### config.mk
export PLATFORM = sky130hd
export DESIGN_NAME = ccrde_ctrl
export DESIGN_NICKNAME = d
export VERILOG_FILES = /design/src/design/ccrde_pkg.sv /design/src/design/ccrde_ctrl.sv
export SDC_FILE = /design/constraint.sdc
export NUM_CORES = 1
export LEC_CHECK = 0
export BUFFER_PORTS_ARGS = -buffer_cell sky130_fd_sc_hd__buf_4
export CORE_AREA = 5 5 42 44
export CTS_BUF_LIST = sky130_fd_sc_hd__clkbuf_2
export DETAILED_ROUTE_END_ITERATION = 10
export DIE_AREA = 0 0 47 49
export GPL_TIMING_DRIVEN = 0
export MAX_ROUTING_LAYER = met4
export PLACE_DENSITY = 0.57
export SYNTH_ARGS = -nofsm -noshare
export SYNTH_HDL_FRONTEND = slang
export SYNTH_SLANG_ARGS = --single-unit
### constraint.sdc
create_clock -name clk -period 1.8 [get_ports clk]
set_input_delay 0.09 -clock clk [delete_from_list [all_inputs] [get_ports clk]]
set_output_delay 0.09 -clock clk [all_outputs]
set_load 0.02 [all_outputs]
### src/design/ccrde_pkg.sv
// Shared types and constants for the character-cell rectangle draw engine.
// No dependencies; used by ccrde_ctrl, ccrde_dp and the top level.
package ccrde_pkg;

  localparam int CFG_WIDTH_W  = 8;
  localparam int CFG_HEIGHT_W = 7;
  localparam int CFG_DATA_W   = 8;
  localparam int CFG_IDX_W    = 1;
  localparam int COORD_W      = 12;
  localparam int GLYPH_W      = 8;
  localparam int ATTR_W       = 16;
  localparam int CELL_W       = GLYPH_W + ATTR_W;
  localparam int PROD_W       = CFG_WIDTH_W + CFG_HEIGHT_W;

  localparam int DEF_MAX_WIDTH  = 128;
  localparam int DEF_MAX_HEIGHT = 64;

  localparam logic [CFG_WIDTH_W-1:0]  WIDTH_RESET  = 8'd80;
  localparam logic [CFG_HEIGHT_W-1:0] HEIGHT_RESET = 7'd25;

  // configuration register indexes
  localparam logic [CFG_IDX_W-1:0] REG_WIDTH  = 1'b0;
  localparam logic [CFG_IDX_W-1:0] REG_HEIGHT = 1'b1;

  // request types
  localparam logic REQ_DRAW = 1'b0;
  localparam logic REQ_READ = 1'b1;

  localparam logic STATUS_DONE = 1'b0;
  localparam logic STATUS_OOR  = 1'b1;

  typedef struct packed {
    logic                      req_type;
    logic signed [COORD_W-1:0] first_x;
    logic signed [COORD_W-1:0] first_y;
    logic signed [COORD_W-1:0] second_x;
    logic signed [COORD_W-1:0] second_y;
    logic [GLYPH_W-1:0]        glyph;
    logic [ATTR_W-1:0]         attr;
    logic                      filled;
  } req_t;

  typedef struct packed {
    logic [GLYPH_W-1:0] read_glyph;
    logic [ATTR_W-1:0]  read_attr;
    logic               status;
  } rsp_t;

  typedef enum logic [3:0] {
    OP_NONE,
    OP_LOAD,
    OP_CLEAR,
    OP_SORT,
    OP_CLIP,
    OP_BASE,
    OP_STEP,
    OP_RADDR,
    OP_RREAD
  } op_t;

  typedef struct packed {
    op_t  op;
    logic rsp_load;
  } cmd_t;

  typedef struct packed {
    logic clear_last;
    logic empty;
    logic walk_last;
  } stat_t;

endpackage

### src/design/ccrde_ctrl.sv
// Controller state machine of the rectangle draw engine.
// Sequences clear, draw and read operations; drives ccrde_dp through cmd_t.
// Depends on ccrde_pkg.
module ccrde_ctrl (
  input  logic             clk,
  input  logic             rst,
  input  logic             req_valid,
  input  logic             req_read,
  output logic             req_stall,
  output logic             rsp_valid,
  input  logic             rsp_stall,
  input  ccrde_pkg::stat_t stat,
  output ccrde_pkg::cmd_t  cmd
);

  typedef enum logic [3:0] {
    S_CLEAR,
    S_IDLE,
    S_SORT,
    S_CLIP,
    S_BASE,
    S_WALK,
    S_RADDR,
    S_RREAD,
    S_DONE
  } state_t;

  state_t state;
  state_t state_next;

  assign req_stall = (state != S_IDLE);

  always_comb begin
    state_next   = state;
    cmd.op       = ccrde_pkg::OP_NONE;
    cmd.rsp_load = 1'b0;
    case (state)
      S_CLEAR: begin
        cmd.op = ccrde_pkg::OP_CLEAR;
        if (stat.clear_last) state_next = S_IDLE;
      end
      S_IDLE: begin
        if (req_valid) begin
          cmd.op     = ccrde_pkg::OP_LOAD;
          state_next = req_read ? S_RADDR : S_SORT;
        end
      end
      S_SORT: begin
        cmd.op     = ccrde_pkg::OP_SORT;
        state_next = S_CLIP;
      end
      S_CLIP: begin
        cmd.op     = ccrde_pkg::OP_CLIP;
        state_next = S_BASE;
      end
      S_BASE: begin
        cmd.op     = ccrde_pkg::OP_BASE;
        state_next = stat.empty ? S_DONE : S_WALK;
      end
      S_WALK: begin
        cmd.op = ccrde_pkg::OP_STEP;
        if (stat.walk_last) state_next = S_DONE;
      end
      S_RADDR: begin
        cmd.op     = ccrde_pkg::OP_RADDR;
        state_next = S_RREAD;
      end
      S_RREAD: begin
        cmd.op     = ccrde_pkg::OP_RREAD;
        state_next = S_DONE;
      end
      S_DONE: begin
        if (!rsp_valid || !rsp_stall) begin
          cmd.rsp_load = 1'b1;
          state_next   = S_IDLE;
        end
      end
      default: state_next = S_IDLE;
    endcase
  end

  always_ff @(posedge clk) begin
    if (rst) begin
      state     <= S_CLEAR;
      rsp_valid <= 1'b0;
    end else begin
      state <= state_next;
      if (cmd.rsp_load) rsp_valid <= 1'b1;
      else if (!rsp_stall) rsp_valid <= 1'b0;
    end
  end

  a_rsp_from_done: assert property (@(posedge clk) disable iff (rst)
    $rose(rsp_valid) |-> $past(state == S_DONE))
    else $error("response raised outside completion");

  a_no_overwrite: assert property (@(posedge clk) disable iff (rst)
    (rsp_valid && rsp_stall) |-> !cmd.rsp_load)
    else $error("stalled response overwritten");

  a_clear_after_reset: assert property (@(posedge clk)
    rst |=> req_stall)
    else $error("request taken before clearing pass");

  a_walk_ends: assert property (@(posedge clk) disable iff (rst)
    (state == S_WALK && stat.walk_last) |=> state == S_DONE)
    else $error("walk did not finish on last cell");

endmodule

=== After elaboration in Yosys (flattened, before gate mapping) ===
Index checks and enable logic that the tools add are counted.

* Bits of input ports: 8
* Word-level logic and storage cells: 34
* Register bits: 5

* Mux-type cells: 13
* Equality and inequality tests: 14
* Reductions and logical operators: 5

{| class="wikitable"
|+ Operators by type and width
! operator !! number
|-
| one-hot mux 4 bit (9 select lines) || 1
|-
| one-hot mux 4 bit (8 select lines) || 1
|-
| two-way mux 4 bit || 5
|-
| equality test 4 x 3 -> 1 bit (second input constant) || 4
|-
| equality test 4 x 2 -> 1 bit (second input constant) || 2
|-
| != test 2 bit (second input constant) || 4
|-
| two-way mux 1 bit || 5
|-
| equality test 4 x 1 -> 1 bit (second input constant) || 1
|-
| equality test 4 bit (second input constant) || 1
|-
| logical NOT 4 bit || 1
|-
| != test 4 x 1 -> 1 bit (second input constant) || 1
|-
| AND reduction 4 bit || 1
|-
| two-way mux 3 bit || 1
|-
| logical NOT 1 bit || 2
|-
| != test 2 x 1 -> 1 bit (second input constant) || 1
|-
| logical OR 1 bit || 1
|}

=== Depth between registers and ports, before layout ===
Gate-level depths: netlist of run 1.

* Depth in word-level cells: 5
* Gate-level depth with buffers: 4
* Gate-level depth less buffers: 3

=== Least setup slack after synthesis of run 1 ===
No wires, ideal clock.

* Path type: reg2reg
* Start: register state[3]
* End: register state[0]
* Data arrival time: 1.237 ns
* Path slack: 0.447 ns
* Clock period less this slack: 1.353 ns
* Data required time: 1.684 ns
* Stages on the path, launching flop included: 5
* Setup time: 0.116 ns
* Cell sequence: dfxtp_1 > buf_6 > or4b_4 > or2_1 > o211a_1

* Word-level cells in the longest chain between the ends: 3
* Elaborated cells between the ends (all ways): 15
* Those cells by class: 12 x eq/ne; 1 x mux; 2 x reduce/logical

{| class="wikitable"
|+ RTL lines
! element !! RTL line !! text
|-
| from (decl) || ccrde_ctrl.sv:28 || <nowiki>state_t state;</nowiki>
|-
| from (signal assigned) || ccrde_ctrl.sv:87 || <nowiki>state <= state_next;</nowiki>
|-
| equality test 4 bit, or another cell as far along || ccrde_ctrl.sv:37 || <nowiki>case (state)</nowiki>
|-
| != test 2 bit (no line) || - ||
|-
| AND reduction 4 bit (no line) || - ||
|}

Parallel ways exist; a longest one is shown, timed or not.
A chain may end at the register's enable or synchronous reset.

==> results.cfg, run 1 <==
[status]
outcome = finished clean

[timing]
clock_skew_ns = 0.00270
max_freq_ghz = 0.630
rsz0062_at_grt = no
setup_tns_ns = 0
final_hold_viol_count = 0
fin_crit_sh_pct = 88.1
worst_pin_slew_ns = 0.238
period_needed_ns = 1.59
drv_slew = 0
setup_viol = 0
slew_headroom_pct = 83.9
hold_ws_ns = 0.0801

[synth]
yosysWarnings = 0
synthCells = 50
synth-xor-area-share_pct = 4.40
synth.area.top_cells = dfxtp_1 25%, mux2_2 5.7%, nor2_1 5.7%
yosysSeqAreaShare_pct = 25.2
ys_seq_elements = 5
yosys.area.top_type_share_pct = 25.2
synth-simple-area-share_pct = 34.3
synthDistinctLibCells = 29
synthAdderAreaFrac_pct = 0
syn_avg_cell_area_sq_um = 7.96
syn-num-nets = 58
synth_compound_area_share_pct = 20.4
synth_top_family_by_area = simple AND/OR/NAND/NOR gates
yosys-mux-area-fraction_pct = 8.18
syn_area_sq_um = 398
synth_top_area_cell = dfxtp_1

[floorplan]
die_h_um = 49
start_util_pct = 28.4
dieArea_sq_um = 2300
boundaryPins = 15
rows = 14
die_w_um = 47
fp.coreArea_sq_um = 1400

[global_route]
track_usage_pct = 9.39
grt_max_degree = 11
grt_pass1_vias = 363
antenna_found_initial = 0
gr-total-overflow = 0
grt_first_pass_wirelength_um = 1570

[cts]
cts-root-buf = clkbuf_2
clkLatencyLatePin_ns = 0.21
clk_pin_slew_ns = 0.05
hold_buffers = 0
cts_sinks = 5
post-cts-setup-buffer-count = 0
cts_tree = built
cts_made_buffers = 3
clk_path_buf_depth = 2
cts_resized = 0
h-tree-depth = 1

[route]
drc = 0
vias = 386
wirelength_um = 903
ant_nets = 0
first_pass_iters = 3
post_drt_via_cell_ratio = 4.60
avgRoutedWirePerCell_um = 10.8
drtIter0Drc = 7

[worst_hold_path]
hold_class = in -> reg
min_path_cells = 2

[run]
maxCapViolCount = 0

[layout]
utilization_pct = 38.8
seq_area_sq_um = 100
nets = 77
drive_gt1_share_pct = 44.1
multiInputGateArea_sq_um = 268
area_growth_pct = 36.5
fillerInstances = 155
antennaDiodeCount = 0

[worst_setup_path]
reg2reg_depth = 4
crit_slowest_cell = mux2_2
cp.depth = 5
path_delay_family = multiplexers
cp.required_ns = 1.71
cp.buffers_inverters = 2
r2r_slack_ns = 0.40
max_stage_delay_ns = 0.36
crit_top_cell = nor2_1
end_kind = output port
worst_setup_path_start_kind = flip-flop
critPathKind = reg -> out
path_cells = buf_2, nor2_1, mux2_2, nor2_1, buf_4
crit_path_max_fanout = 10
cp.arrival_ns = 1.50

[power]
power_density_nw_per_um2 = 895
ir_worst_vdd_mv = 0.351
leakage_nw = 0.247

[placement]
io_buffers = 14
dpl.hpwl_um = 684
gp_congestion = 0.777
[Yosys cell counts]
cell type	instances
mux2i_1	1
xnor2_1	2
o211a_1	1
inv_1	1
and2b_2	1
a22oi_1	1
or4b_4	1
dfxtp_1	5
o21ai_0	1
and3b_1	1
a211o_2	1
o21ba_2	1
a21oi_2	1
nor3_1	2
nand3_1	1
mux2_2	2
nand2b_1	3
nor2b_1	1
buf_6	1
or3b_2	1
nor4_1	1
nand2_1	4
o22ai_1	1
buf_2	3
nor2_1	6
a21oi_1	3
or2_1	1
and3_1	1
o41ai_1	1
[where the power goes]
part	total, W	internal (W)	leakage (nW)	switching [W]
Sequential	0.000137	0.000125	0.0409	0.0000118
Clock	0.000101	0.0000587	0.0166	0.0000425
Combinational	0.000248	0.000120	0.190	0.000128
[per-stage QoR]
step	setup WS [ns]	total power [W]	std cells	area (sq um)
after global placement	0.396	0.000388	80	523
final	0.214	0.000486	84	543
after detailed placement	0.393	0.000388	80	523
after CTS	0.192	0.000494	84	543
after global routing	0.0849	0.000533	84	543
after floorplan	0.447	0.000309	50	398
[area by class of cell]
class,instances,area share (%)
multi-input cells,40,49.3
plain buffers,4,4.84
flip-flops and latches,5,18.4
well taps,16,3.69
inverters,1,0.691
clock buffers,4,3.69
repair buffers,14,19.4
[final timing paths]
check | startpoint | endpoint
min reg2reg | rsp_valid$_SDFFE_PP0P_ | rsp_valid$_SDFFE_PP0P_
min | rst | state[3]$_SDFFE_PP0P_
max reg2reg | state[3]$_SDFFE_PP0P_ | state[0]$_SDFFE_PP0P_
max | state[1]$_SDFFE_PP0P_ | cmd[1]
[cell families after synthesis]
family | after synthesis
AND/OR/NAND/NOR | 24
multiplexers | 3
flip-flops | 5
AO/OA/AOI/OAI | 11
buffers and inverters | 5
XOR/XNOR | 2
[sequential cells by signal, indices dropped and copies added (netlist names)]
name       count
state          4
rsp_valid      1
[cells in the final DEF (no fill, tap or decap), types with 2 or more instances in the layout]
master,instances
nor2_1,6
clkbuf_2,4
nand2_1,4
xnor2_1,2
mux2_2,2
dfxtp_1,5
a21oi_1,3
buf_4,14
nor3_1,2
nand2b_1,3
buf_2,3
[per-layer routing]
| layer | up-vias | wire (um) | GRT usage (%) |
|---|---|---|---|
| met2 | 12 | 406 | 12.4 |
| li1 | 215 | - | - |
| met1 | 159 | 439 | 13.2 |
| met5 | - | 0 | - |
| met3 | 0 | 58 | 5.54 |
| met4 | 0 | 0 | 0 |
(Power assumes the default switching activity.)
==> run 2, diff against run 1 <==
--- a/config.mk
+++ b/config.mk
@@ -5,14 +5,14 @@
 export SDC_FILE = /design/constraint.sdc
 export NUM_CORES = 1
 export LEC_CHECK = 0
+export ABC_AREA = 1
 export BUFFER_PORTS_ARGS = -buffer_cell sky130_fd_sc_hd__buf_4
 export CORE_AREA = 5 5 42 44
 export CTS_BUF_LIST = sky130_fd_sc_hd__clkbuf_2
 export DETAILED_ROUTE_END_ITERATION = 10
 export DIE_AREA = 0 0 47 49
 export GPL_TIMING_DRIVEN = 0
-export MAX_ROUTING_LAYER = met4
-export PLACE_DENSITY = 0.57
+export PLACE_DENSITY = 0.53
 export SYNTH_ARGS = -nofsm -noshare
 export SYNTH_HDL_FRONTEND = slang
 export SYNTH_SLANG_ARGS = --single-unit
==> results.cfg, run 2 <==
[status]
outcome = finished clean

[timing]
clock_skew_ns = 0.00116
hold_ws_ns = 0.0755
final_hold_viol_count = 0
max_freq_ghz = 0.726
rsz0062_at_grt = no
worst_pin_slew_ns = 0.280
period_needed_ns = 1.38
slew_headroom_pct = 81.3
fin_crit_sh_pct = 76.5
setup_tns_ns = 0
setup_viol = 0
drv_slew = 0

[synth]
yosysSeqAreaShare_pct = 28.6
yosysWarnings = 0
netlist_top_cells_count = 16 x nand2_1, 8 x inv_1, 6 x a21oi_1, 6 x nor2_1
synth_top_area_cell = dfxtp_1
yosys.area.top_type_share_pct = 28.6
synth.most_common_cell = nand2_1
synthCells = 57
syn-num-nets = 65
synthDistinctLibCells = 14
syn_area_sq_um = 350
synth.area.top_cells = dfxtp_1 29%, nand2_1 17%, nor2_2 8.9%
synth-edff-count = 0
async_flop_share_pct = 0
syn_avg_cell_area_sq_um = 6.15
synth_flop_cell = dfxtp_1
ys_seq_elements = 5

[power]
ir_worst_vdd_mv = 0.442
power_density_nw_per_um2 = 1010
leakage_nw = 0.251

[cts]
cts_made_buffers = 3
hold_buffers = 0
cts_resized = 0
clk_pin_slew_ns = 0.05
h-tree-depth = 1
cts_tree = built
post-cts-setup-buffer-count = 0
cts_sinks = 5
cts-root-buf = clkbuf_2
clkLatencyLatePin_ns = 0.20
clk_path_buf_depth = 2

[route]
drtIter0Drc = 11
first_pass_iters = 4
vias = 405
ant_nets = 0
avgRoutedWirePerCell_um = 9.02
drc = 0
wirelength_um = 821
post_drt_via_cell_ratio = 4.45

[layout]
fillerInstances = 167
utilization_pct = 35.4
layout_common_cells = 16 x nand2_1, 14 x buf_4, 8 x inv_1
final_common_cell = nand2_1
area_growth_pct = 41.4
largest_register_ffs = 4
nets = 84
antennaDiodeCount = 0
largest-register = state
drive_gt1_share_pct = 33.3
largestRegisters = state: 4 flops, rsp_valid: 1 flops

[worst_setup_path]
reg2reg_from = state[2]$_SDFFE_PP0P_
crit_path_max_fanout = 7
cp.arrival_ns = 1.29
critPathKind = reg -> out
worst_setup_path_start_kind = flip-flop
r2r_slack_ns = 0.64
cp.required_ns = 1.71
end_kind = output port
timing.rr.end = state[2]$_SDFFE_PP0P_
reg2reg_depth = 7

[global_route]
grt_first_pass_wirelength_um = 1340
grt_pass1_vias = 363
antenna_found_initial = 0
track_usage_pct = 7.61
gr-total-overflow = 0
grt_max_degree = 8

[floorplan]
fp.coreArea_sq_um = 1400
boundaryPins = 15
rows = 14
dieArea_sq_um = 2300
die_h_um = 49
start_util_pct = 25.0
die_w_um = 47

[placement]
gp_congestion = 0.767
io_buffers = 14
dpl.hpwl_um = 695

[worst_hold_path]
hold_path_startpoint = rst
whs_endpoint = state[3]$_SDFFE_PP0P_
min_path_cells = 2
hold_class = in -> reg

[run]
maxCapViolCount = 0
run 2: power breakdown:
group	internal [W]	switching [W]
sequential	0.000125	0.0000192
clock	0.0000588	0.0000398
combinational	0.000106	0.000150
run 2: logic make-up (layout without fill, tap and decap cells):
family | count (synthesis) | in the layout | share of synthesized area (%)
mux | 1 | 1 | 3.21
simple gates | 34 | 34 | 45.4
buf+inv | 8 | 26 | 8.57
flops | 5 | 5 | 28.6
compound gates | 9 | 9 | 14.3
run 2: critical path: stages, from the launching register on:
cell and delay [ns]:
dfxtp_1 0.34, nor2_2 0.27, nand2_1 0.13, o211ai_1 0.17
buf_4 0.17
run 2: per-layer routing:
metal  vias up  track usage (%)  wire length, um  share of wire [%]
met2         7             11.8              369                 45
met5         -                0                0                  0
met4         0             4.15                0                  0
li1        220                -                -                  -
met3         0             1.11               45                5.5
met1       178             9.67              406                 49
run 2: stage by stage:
stage                     cells  total power (W)  area, sq um  worst slack (ns)
after detailed placement     87         0.000407          475             0.629
after CTS                    91         0.000509          495             0.398
after global routing         91         0.000542          495             0.277
final                        91         0.000500          495             0.423
after global placement       87         0.000410          475             0.613
after floorplan              57         0.000318          350             0.518
run 2: worst max-delay path by stage:
stage,startpoint,end,slack (ns),cells past startpoint
floorplan,state[0]$_SDFFE_PP0P_,cmd[1],0.52,4
global placement,state[2]$_SDFFE_PP0P_,state[2]$_SDFFE_PP0P_,0.61,7
detailed placement,state[3]$_SDFFE_PP0P_,cmd[1],0.63,4
CTS,state[3]$_SDFFE_PP0P_,cmd[1],0.40,4
global route,state[3]$_SDFFE_PP0P_,cmd[1],0.28,4
finish,state[3]$_SDFFE_PP0P_,cmd[1],0.42,4
run 2: cell type report:
type	count	area, sq um	share of cell area (%)
multi-input combinational	44	220	44.4
timing repair buffer	14	105	21.2
sequential	5	100	20.2
inverter	8	30.0	6.06
clock buffer	4	20.0	4.04
tap	16	20.0	4.04
